**config.mk**
```make
export PLATFORM = sky130hd
export DESIGN_NAME = imucaf_ctrl
export DESIGN_NICKNAME = d
export VERILOG_FILES = /design/src/hdl/imucaf_pkg.sv /design/src/hdl/imucaf_ctrl.sv
export SDC_FILE = /design/constraint.sdc
export NUM_CORES = 1
export LEC_CHECK = 0
export ABC_AREA = 1
export BUFFER_PORTS_ARGS = -buffer_cell sky130_fd_sc_hd__buf_2
export CORE_AREA = 2 2 49 51
export DETAILED_ROUTE_END_ITERATION = 10
export DIE_AREA = 0 0 51 53
export SETUP_SLACK_MARGIN = 0.3
export SLEW_MARGIN = 10
export SYNTH_ARGS = -nofsm -noshare
export SYNTH_HDL_FRONTEND = slang
export SYNTH_SLANG_ARGS = --single-unit
export TNS_END_PERCENT = 5
```
**constraint.sdc**
```tcl
create_clock -name clk -period 2.5 [get_ports clk]
set_clock_uncertainty 0.2 [all_clocks]
set_input_delay 0.125 -clock clk [delete_from_list [all_inputs] [get_ports clk]]
set_output_delay 0.125 -clock clk [all_outputs]
set_load 0.03 [all_outputs]
```
**src/hdl/imucaf_pkg.sv**
```systemverilog
// shared types, opcodes, sequencer programme and trig tables for the attitude filter
package imucaf_pkg;

  // field widths
  localparam int GYRO_W  = 20;
  localparam int ACCEL_W = 16;
  localparam int ANGLE_W = 32;
  localparam int TS_W    = 16;
  localparam int IN_W    = 112;
  localparam int OUT_W   = 96;

  localparam logic [TS_W-1:0] TS_RESET = 16'd262;

  // multiplier operand and product widths
  localparam int MOP_W  = 34;
  localparam int PROD_W = 68;

  // filter coefficients, q16
  localparam int BLEND_OLD  = 65208;
  localparam int BLEND_NEW  = 328;
  localparam int SMOOTH_OLD = 58982;
  localparam int SMOOTH_NEW = 6554;

  // rotation constants for the sine table, q30
  localparam longint SIN1_Q30 = 64'sd18739379;
  localparam longint COS1_Q30 = 64'sd1073578288;

  // datapath opcodes
  localparam int OP_W = 5;
  localparam logic [OP_W-1:0] OP_NONE   = 5'd0;
  localparam logic [OP_W-1:0] OP_GYRO_X = 5'd1;
  localparam logic [OP_W-1:0] OP_GYRO_Y = 5'd2;
  localparam logic [OP_W-1:0] OP_GYRO_Z = 5'd3;
  localparam logic [OP_W-1:0] OP_SQ_X   = 5'd4;
  localparam logic [OP_W-1:0] OP_SQ_Y   = 5'd5;
  localparam logic [OP_W-1:0] OP_SQ_Z   = 5'd6;
  localparam logic [OP_W-1:0] OP_SETUP  = 5'd7;
  localparam logic [OP_W-1:0] OP_SRCH_P0 = 5'd8;
  localparam logic [OP_W-1:0] OP_SRCH_Q0 = 5'd9;
  localparam logic [OP_W-1:0] OP_SRCH_P1 = 5'd10;
  localparam logic [OP_W-1:0] OP_SRCH_Q1 = 5'd11;
  localparam logic [OP_W-1:0] OP_BLEND_P = 5'd12;
  localparam logic [OP_W-1:0] OP_BLEND_R = 5'd13;
  localparam logic [OP_W-1:0] OP_SMO_P  = 5'd14;
  localparam logic [OP_W-1:0] OP_SMO_R  = 5'd15;
  localparam logic [OP_W-1:0] OP_SMN_P  = 5'd16;
  localparam logic [OP_W-1:0] OP_SMN_R  = 5'd17;

  // sequencer programme
  localparam int STEP_W = 6;
  localparam logic [STEP_W-1:0] STEP_LAST = 6'd42;

  // controller to datapath commands
  typedef struct packed {
    logic            load;
    logic [OP_W-1:0] op;
    logic            out_load;
  } cmd_t;

  // datapath to controller status
  typedef struct packed {
    logic out_busy;
  } status_t;

  typedef logic [32:0] sq_tab_t [0:90];

  // opcode issued at each step of the programme
  function automatic logic [OP_W-1:0] op_at(input logic [STEP_W-1:0] step);
    logic [OP_W-1:0] op;
    op = OP_NONE;
    if (step inside {[6'd8:6'd35]}) begin
      case (step[1:0])
        2'd0:    op = OP_SRCH_P0;
        2'd1:    op = OP_SRCH_Q0;
        2'd2:    op = OP_SRCH_P1;
        default: op = OP_SRCH_Q1;
      endcase
    end else begin
      case (step)
        6'd0:    op = OP_GYRO_X;
        6'd1:    op = OP_GYRO_Y;
        6'd2:    op = OP_GYRO_Z;
        6'd3:    op = OP_SQ_X;
        6'd4:    op = OP_SQ_Y;
        6'd5:    op = OP_SQ_Z;
        6'd6:    op = OP_SETUP;
        6'd36:   op = OP_BLEND_P;
        6'd37:   op = OP_BLEND_R;
        6'd38:   op = OP_SMO_P;
        6'd39:   op = OP_SMO_R;
        6'd40:   op = OP_SMN_P;
        6'd41:   op = OP_SMN_R;
        default: op = OP_NONE;
      endcase
    end
    return op;
  endfunction

  // squared q16 sine (or cosine) per whole degree, built by repeated rotation
  function automatic sq_tab_t build_sq_tab(input bit cos_order);
    longint c;
    longint s;
    longint nc;
    longint ns;
    longint v;
    longint sq16 [0:90];
    sq_tab_t t;
    int k;
    c = 64'sd1 <<< 30;
    s = 64'sd0;
    for (k = 0; k < 90; k++) begin
      sq16[k] = (s + 64'sd8192) >>> 14;
      nc = (c * COS1_Q30 - s * SIN1_Q30 + (64'sd1 <<< 29)) >>> 30;
      ns = (s * COS1_Q30 + c * SIN1_Q30 + (64'sd1 <<< 29)) >>> 30;
      c = nc;
      s = ns;
    end
    sq16[90] = (s + 64'sd8192) >>> 14;
    for (k = 0; k <= 90; k++) begin
      v = cos_order ? sq16[90-k] : sq16[k];
      t[k] = 33'(v * v);
    end
    return t;
  endfunction

  localparam sq_tab_t SIN_SQ = build_sq_tab(1'b0);
  localparam sq_tab_t COS_SQ = build_sq_tab(1'b1);

endpackage

```
**src/hdl/imucaf_ctrl.sv**
```systemverilog
// sequencer that steps the datapath through one sample's programme
module imucaf_ctrl (
  input  logic                  clk,
  input  logic                  rst_n,
  input  logic                  in_fire,
  input  imucaf_pkg::status_t   status,
  output logic                  idle,
  output imucaf_pkg::cmd_t      cmd
);

  localparam logic [1:0] ST_IDLE   = 2'd0;
  localparam logic [1:0] ST_RUN    = 2'd1;
  localparam logic [1:0] ST_FINISH = 2'd2;

  logic [1:0]                     state_r, state_nxt;
  logic [imucaf_pkg::STEP_W-1:0]  step_r, step_nxt;

  // next state and commands
  always_comb begin
    state_nxt    = state_r;
    step_nxt     = step_r;
    cmd.load     = 1'b0;
    cmd.op       = imucaf_pkg::OP_NONE;
    cmd.out_load = 1'b0;
    case (state_r)
      ST_IDLE: begin
        if (in_fire) begin
          cmd.load  = 1'b1;
          step_nxt  = '0;
          state_nxt = ST_RUN;
        end
      end
      ST_RUN: begin
        cmd.op   = imucaf_pkg::op_at(step_r);
        step_nxt = step_r + 1'b1;
        if (step_r == imucaf_pkg::STEP_LAST) begin
          state_nxt = ST_FINISH;
        end
      end
      ST_FINISH: begin
        if (!status.out_busy) begin
          cmd.out_load = 1'b1;
          state_nxt    = ST_IDLE;
        end
      end
      default: state_nxt = ST_IDLE;
    endcase
  end

  assign idle = (state_r == ST_IDLE);

  // state registers
  always_ff @(posedge clk) begin
    if (!rst_n) begin
      state_r <= ST_IDLE;
      step_r  <= '0;
    end else begin
      state_r <= state_nxt;
      step_r  <= step_nxt;
    end
  end

endmodule

```
==> results of run 1 <==
final cells by class:
type                       instances  area [µm²]  share of cell area, %
timing repair buffer              15        92.6                   8.80
clock buffer                       4        26.3                   2.50
inverter                          24        90.1                   8.56
sequential                        13         260                   24.7
multi-input combinational         93         548                   52.1
tap                               28        35.0                   3.33
per-stage QoR:
step | total power, W | worst slack (ns) | instances | util, %
after floorplan | 0.000276 | 0.602 | 132 | -
after global placement | 0.000294 | 0.540 | 170 | 46.2
after detailed placement | 0.000295 | 0.467 | 170 | 46.2
after CTS | 0.000426 | 0.407 | 177 | 48.8
after global routing | 0.000442 | 0.267 | 177 | 49.0
final | 0.000421 | 0.445 | 177 | 49.0
worst paths after layout:
| kind | from | endpoint | slack [ns] | cells past startpoint |
|---|---|---|---|---|
| worst min-delay path | state_r[1] | state_r[1] | 0.36 | 2 |
| worst max-delay path | step_r[0] | register | 0.45 | 12 |
| worst max register to register | step_r[0] | register | 0.45 | 12 |
| worst min register to register | state_r[1] | state_r[1] | 0.36 | 2 |
per-layer routing:
layer / GRT usage, % / part of all wire (%) / up-vias
li1: - / - / 453
met1: 17.6 / 48 / 378
met2: 27.1 / 47 / 19
met3: 1.98 / 2.9 / 6
met4: 10.4 / 2.4 / 0
met5: 0 / 0 / -
synth_stat cells:
master	instances
a31oi_1	1
ha_1	7
nand2_2	1
nand4_1	4
nand3_4	2
nor3_1	2
o21ai_1	1
dfxtp_1	13
nand3_2	1
a22oi_2	1
nor3_2	1
a21oi_4	1
o21ai_2	1
nor2_2	2
o21ai_0	2
inv_2	3
buf_6	2
a211oi_1	1
nor2_4	1
nor2_1	11
clkinv_1	1
inv_1	20
nand2_4	1
nand3_1	14
nand2_1	34
a21oi_1	4
critical path: cells and delay by family (launching register included):
kind                       cells  cell delay [ns]
and+or+nand+nor                6             0.44
DFF                            1             0.47
AOI/OAI and AO/OA              1             0.22
buffers and inverters          3             0.24
adders and majority gates      2             0.45
power by group through the flow:
stage | registers (W) | clock network, W | logic, W
global route | 0.000223 | 0.000139 | 0.0000799
floorplan | 0.000225 | 0 | 0.0000509
detailed placement | 0.000226 | 0 | 0.0000688
CTS | 0.000222 | 0.000132 | 0.0000727
finish | 0.000222 | 0.000128 | 0.0000723
global placement | 0.000226 | 0 | 0.0000684
logic make-up (layout without fill, tap and decap cells):
family          Yosys count  after routing  synth area share [%]
compound gates           12             12                  9.41
buf+inv                  26             43                  12.3
simple gates             74             74                  40.4
flops                    13             13                  28.4
fa+ha+maj                 7              7                  9.55
timing repair:
item                                    4_1_cts  5_1_grt
resized for setup                             0        1
endpoints found under the hold margin         3        0
endpoints found under the setup margin        0        2
hold buffers                                  3        0
==> summary.txt, run 1 <==
Timing
  • Min Hold Slack: ~0.36 ns
  • Total negative slack: 0 ns
  • Fin. max-slew vios: 0
  • Max Fclk: 0.487 GHz
  • Final min period: 2.05 ns
  • Worst Tran Pin Value: about 0.32 ns
  • Count of final hold-check violations: 0
  • Worst rel slew slack: about four fifths
  • Final period util: between 80% and 90%
  • RSZ-0062 raised after global routing: true
  • Final setup fails: 0

Layout
  • Layout cells sized above 1: about a fifth
  • Most common cell after layout, fill and taps aside: nand2_1
  • # diodes: 0
  • Fillers: between 200 and 250
  • Fin nets: roughly 160
  • Post-route cell area: between 0.001 and 0.0015 mm²
  • Most frequent cells in the layout: nand2_1, inv_1, nand3_1
  • Area grow syn2layout: 14.7%

Clocking
  • Clock Sinks: 13
  • Worst-case clock buffer depth: 2
  • CTS tree: yes
  • Postcts setup bufs: 0
  • Clk root buf: clkbuf_4
  • CTS Buf Count: 3
  • CTS clk-pin slew, worst paths: about 0.08 ns
  • H-tree depth: 1
  • Worst-Skew Late Latency: 0.27 ns

Worst setup path
  • Critical path type: reg2reg
  • Critical Path Source Type: register
  • Crit-path max FO: 8
  • Worst setup EP type: register
  • Arr. time, crit path: between 2 and 2.5 ns
  • Critical path required time: around 2.5 ns
  • Most frequent CP cell: inv_1
  • Crit-path max cell delay: 0.47 ns
  • Slowest cell on the critical path: dfxtp_1
  • Worst path cell trace: inv_1 > ha_1 > a22oi_2 > nor2_2 > inv_1 > ha_1 > inv_1 > nor2_1 > nand3_1 > nand2_1 > nand3_1 > nand2_1

Floorplan
  • Die X: between 50 and 60 µm
  • Row cnt: 17
  • DIE HEIGHT: approximately 53 µm
  • Top Ports: 12
  • Core Region: ~0.0021 mm²
  • Full die area: approximately 0.0027 mm²
  • Starting density of the core: approximately 43%

Synthesis
  • Post-synth cell types: 26
  • Post-synth top area share: about 28%
  • FF+latch count, synth: 13
  • Synth Cell Area: around 920 µm²
  • Synthesized netlist cell count: ~130
  • Largest area contributor in the netlist: dfxtp_1
  • Syn_nets: between 100 and 150
  • Sequential cell area fraction in the yosys report: around 28%
  • Avg Cell Area, Syn: 6.95 µm²
  • Synth warn: 0
  • Synth top area cells: dfxtp_1, nand2_1, ha_1

Global route
  • Pin count of the biggest net entering global routing: 11
  • Gr usage total: 15.5%
  • Number of global-route vias before repair: between 700 and 800
  • First-pass GRT wire length: slightly above 3 mm
  • Global route overflow: 0
  • Initial antenna violation count: 0

Detailed routing
  • Wire per inst: between 10 and 15 µm
  • Via count: around 860
  • ANT nets after route: 0
  • Iteration-0 DRC Markers: 9
  • DRT Wirelength: 1.88 mm
  • DR pass1 iterations: 4
  • Drt via density: about 4.8
  • DRC violations left: 0

Status
  • Status: finished clean

Power and ir drop
  • Logic pwr share: between 15 and 20%
  • VDD IR max: 0.286 mV
  • Seq pwr share: 52.6%
  • Pwr dens: about 400 mW/mm²
  • Static Leakage: 0.509 nW
  • Sw frac: 28.7%
  • Psw: 0.000121 W
  • Clk network pwr share: between 30% and 40%
  • Internal power: 0.000301 W

Placed design
  • Dpl hpwl: approximately 1.6 mm
  • IO Port Bufs: 11
  • Post-DP Area: approximately 1000 µm²
  • Final Wtd Congestion: 0.901

Job
  • Number of max-cap violations: 0

Worst hold path
  • Min-delay worst type: reg2reg
No activity file was read; power rests on OpenSTA's default activity.
==> run 2: changes to the inputs <==
clock period = 2.05 ns   (was 2.5 ns; I/O delays follow)
==> run 2 against run 1 <==
Utilization grew 9.3 points. First-iteration DRC count grew 56%. Final cell count grew 5.1%. Sequential share of layout area shrank 2.4 points. Largest cell class unchanged. Highest routed layer unchanged.
==> summary.txt, run 2 (synthesized netlist as in run 1, its figures left out) <==
Worst setup path
  • Top cell family by delay on the critical path: simple AND/OR/NAND/NOR gates
  • Crit path depth: 12 (unchanged)
  • Critical path type: reg2reg
  • R2R depth: 12 (unchanged)
  • Critical Path Source Type: register
  • RR Startpoint: step_r[0]
  • Worst path cell trace: inv_4 > ha_4 > a22oi_2 > nor2_4 > inv_2 > ha_4 > inv_2 > nor2_1 > nand3_1 > nand2_1 > nand3_1 > nand2_1
  • Flop-to-flop setup slack: 0.29 ns (-0.15 ns)
  • Crit-path max cell delay: 0.37 ns (-0.10 ns)
  • Slowest cell on the critical path: dfxtp_4
  • Buf/Inv on CP: 3 (unchanged)
  • Arr. time, crit path: 1.78 ns (-0.30 ns)
  • Worst setup EP type: register
  • Critical path required time: 2.08 ns (-0.44 ns)
  • Worst Setup SP: step_r[0]
  • Crit-path max FO: 4 (-4)

Clocking
  • CTS Buf Count: 3 (unchanged)
  • CTS clk-pin slew, worst paths: 0.07 ns (about the same)
  • Worst-Skew Late Latency: 0.27 ns (about the same)
  • Clk root buf: clkbuf_4
  • Clock Sinks: 13 (unchanged)
  • Worst-case clock buffer depth: 2 (unchanged)
  • H-tree depth: 1 (unchanged)
  • CTS tree: yes

Layout
  • Most frequent cells in the layout: nand2_1, inv_1, nand3_1
  • Reg area: 279 µm² (+7.2%)
  • # diodes: 0 (unchanged)
  • Final cell count without fillers: 186 (+5.1%)
  • Fillers: 208 (-8.0%)
  • Multi-input logic area: 639 µm² (+17%)
  • Most common cell after layout, fill and taps aside: nand2_1
  • Finished Core Util: 58.2% (+9.3 points)
  • Fin nets: 170 (+5.6%)
  • Layout cells sized above 1: 39.9% (+19 points)
  • Area grow syn2layout: 36.4%

Floorplan
  • Full die area: 0.00270 mm² (unchanged)
  • DIE HEIGHT: 53 µm (unchanged)
  • Core Region: 0.00215 mm² (unchanged)
  • Row cnt: 17 (unchanged)
  • Die X: 51 µm (unchanged)
  • Top Ports: 12 (unchanged)
  • Starting density of the core: 42.7% (unchanged)

Worst hold path
  • Min-delay worst type: in2reg

Placed design
  • IO Port Bufs: 11 (unchanged)
  • Dpl cells: 173 (+1.8%)
  • Final Wtd Congestion: 0.856 (-4.9%)
  • Dpl hpwl: 1.65 mm (+4.7%)

Detailed routing
  • DR pass1 iterations: 4 (unchanged)
  • Iteration-0 DRC Markers: 14 (+5)
  • Drt via density: 4.90 (+1.4%)
  • Via count: 912 (+6.5%)
  • DRT Wirelength: 2.32 mm (+23%)
  • ANT nets after route: 0 (unchanged)
  • Wire per inst: 12.5 µm (+17%)
  • DRC violations left: 0 (unchanged)

Power and ir drop
  • VDD IR max: 0.334 mV (+17%)
  • Total power draw: 0.000542 W (+29%)
  • Pwr dens: 433 mW/mm² (+8.1%)
  • Static Leakage: 0.570 nW (+12%)

Timing
  • Fin. max-slew vios: 0 (unchanged)
  • Max Fclk: 0.570 GHz (+17%)
  • Count of final hold-check violations: 0 (unchanged)
  • Final period util: 85.6% (+3.4 points)
  • Final min period: 1.76 ns (-0.299 ns)
  • Worst Tran Pin Value: 0.312 ns (-0.0116 ns)
  • Worst rel slew slack: 79.1% (+0.62 points)
  • Final setup fails: 0 (unchanged)
  • Min Hold Slack: 0.0378 ns (-0.326 ns)
  • Total negative slack: 0 ns (unchanged)
  • RSZ-0062 raised after global routing: true

Global route
  • Initial antenna violation count: 0 (unchanged)
  • Pin count of the biggest net entering global routing: 11 (unchanged)
  • Global route overflow: 0 (unchanged)
  • Number of global-route vias before repair: 807 (+11%)
  • Gr usage total: 18.4% (+2.9 points)
  • First-pass GRT wire length: 3.50 mm (+14%)

Status
  • Status: finished clean

Job
  • Number of max-cap violations: 0 (unchanged)
==> run 2: how the worst min path moves through the flow <==
stage	startpoint	to	slack, ns	cells after the start
detailed placement	status	state_r[1]	0.20	3
finish	rst_n	register	0.04	3
global placement	status	state_r[1]	0.20	3
floorplan	rst_n	step_r[2]	0.03	2
CTS	rst_n	state_r[1]	0.008	3
global route	rst_n	register	0.04	3
==> run 2: cell type report <==
type | count | share of cell area (%)
tap | 28 | 2.80
timing repair buffer | 24 | 14.3
inverter | 24 | 7.40
multi-input combinational | 93 | 51.1
clock buffer | 4 | 2.10
sequential | 13 | 22.3
==> run 2: tightest hold or removal path: stages <==
cell and delay (ns):
buf_2 0.14, nand2_1 0.16, nor3_2 0.07
==> run 2: metrics by stage <==
| step | setup WS, ns | instance area, µm² |
|---|---|---|
| floorplan | 0.214 | 923 |
| global placement | 0.167 | 1020 |
| detailed placement | 0.0842 | 1020 |
| CTS | 0.245 | 1150 |
| global route | 0.194 | 1250 |
| finish | 0.295 | 1250 |
==> run 2: routing by layer <==
| metal | global-route usage [%] | share of wire, % | up-vias |
|---|---|---|---|
| li1 | - | - | 469 |
| met1 | 21.0 | 40 | 408 |
| met2 | 31.0 | 51 | 29 |
| met3 | 1.69 | 5.4 | 6 |
| met4 | 15.8 | 3.5 | 0 |
| met5 | 0 | 0 | - |
==> run 2: timing repair <==
action                                  in CTS  in global routing
pin swaps                                    3                 10
endpoints found under the hold margin        4                  0
buffers inserted                             3                  3
endpoints found under the setup margin       8                  9
hold buffers                                 3                  0
resized for setup                           17                 23
==> run 2: power by group <==
group	switching, W	internal [W]	leakage (nW)	total [W]
sequential	0.00000767	0.000259	0.110	0.000267
combinational	0.0000738	0.0000461	0.444	0.000120
clock	0.0000797	0.0000755	0.0150	0.000155
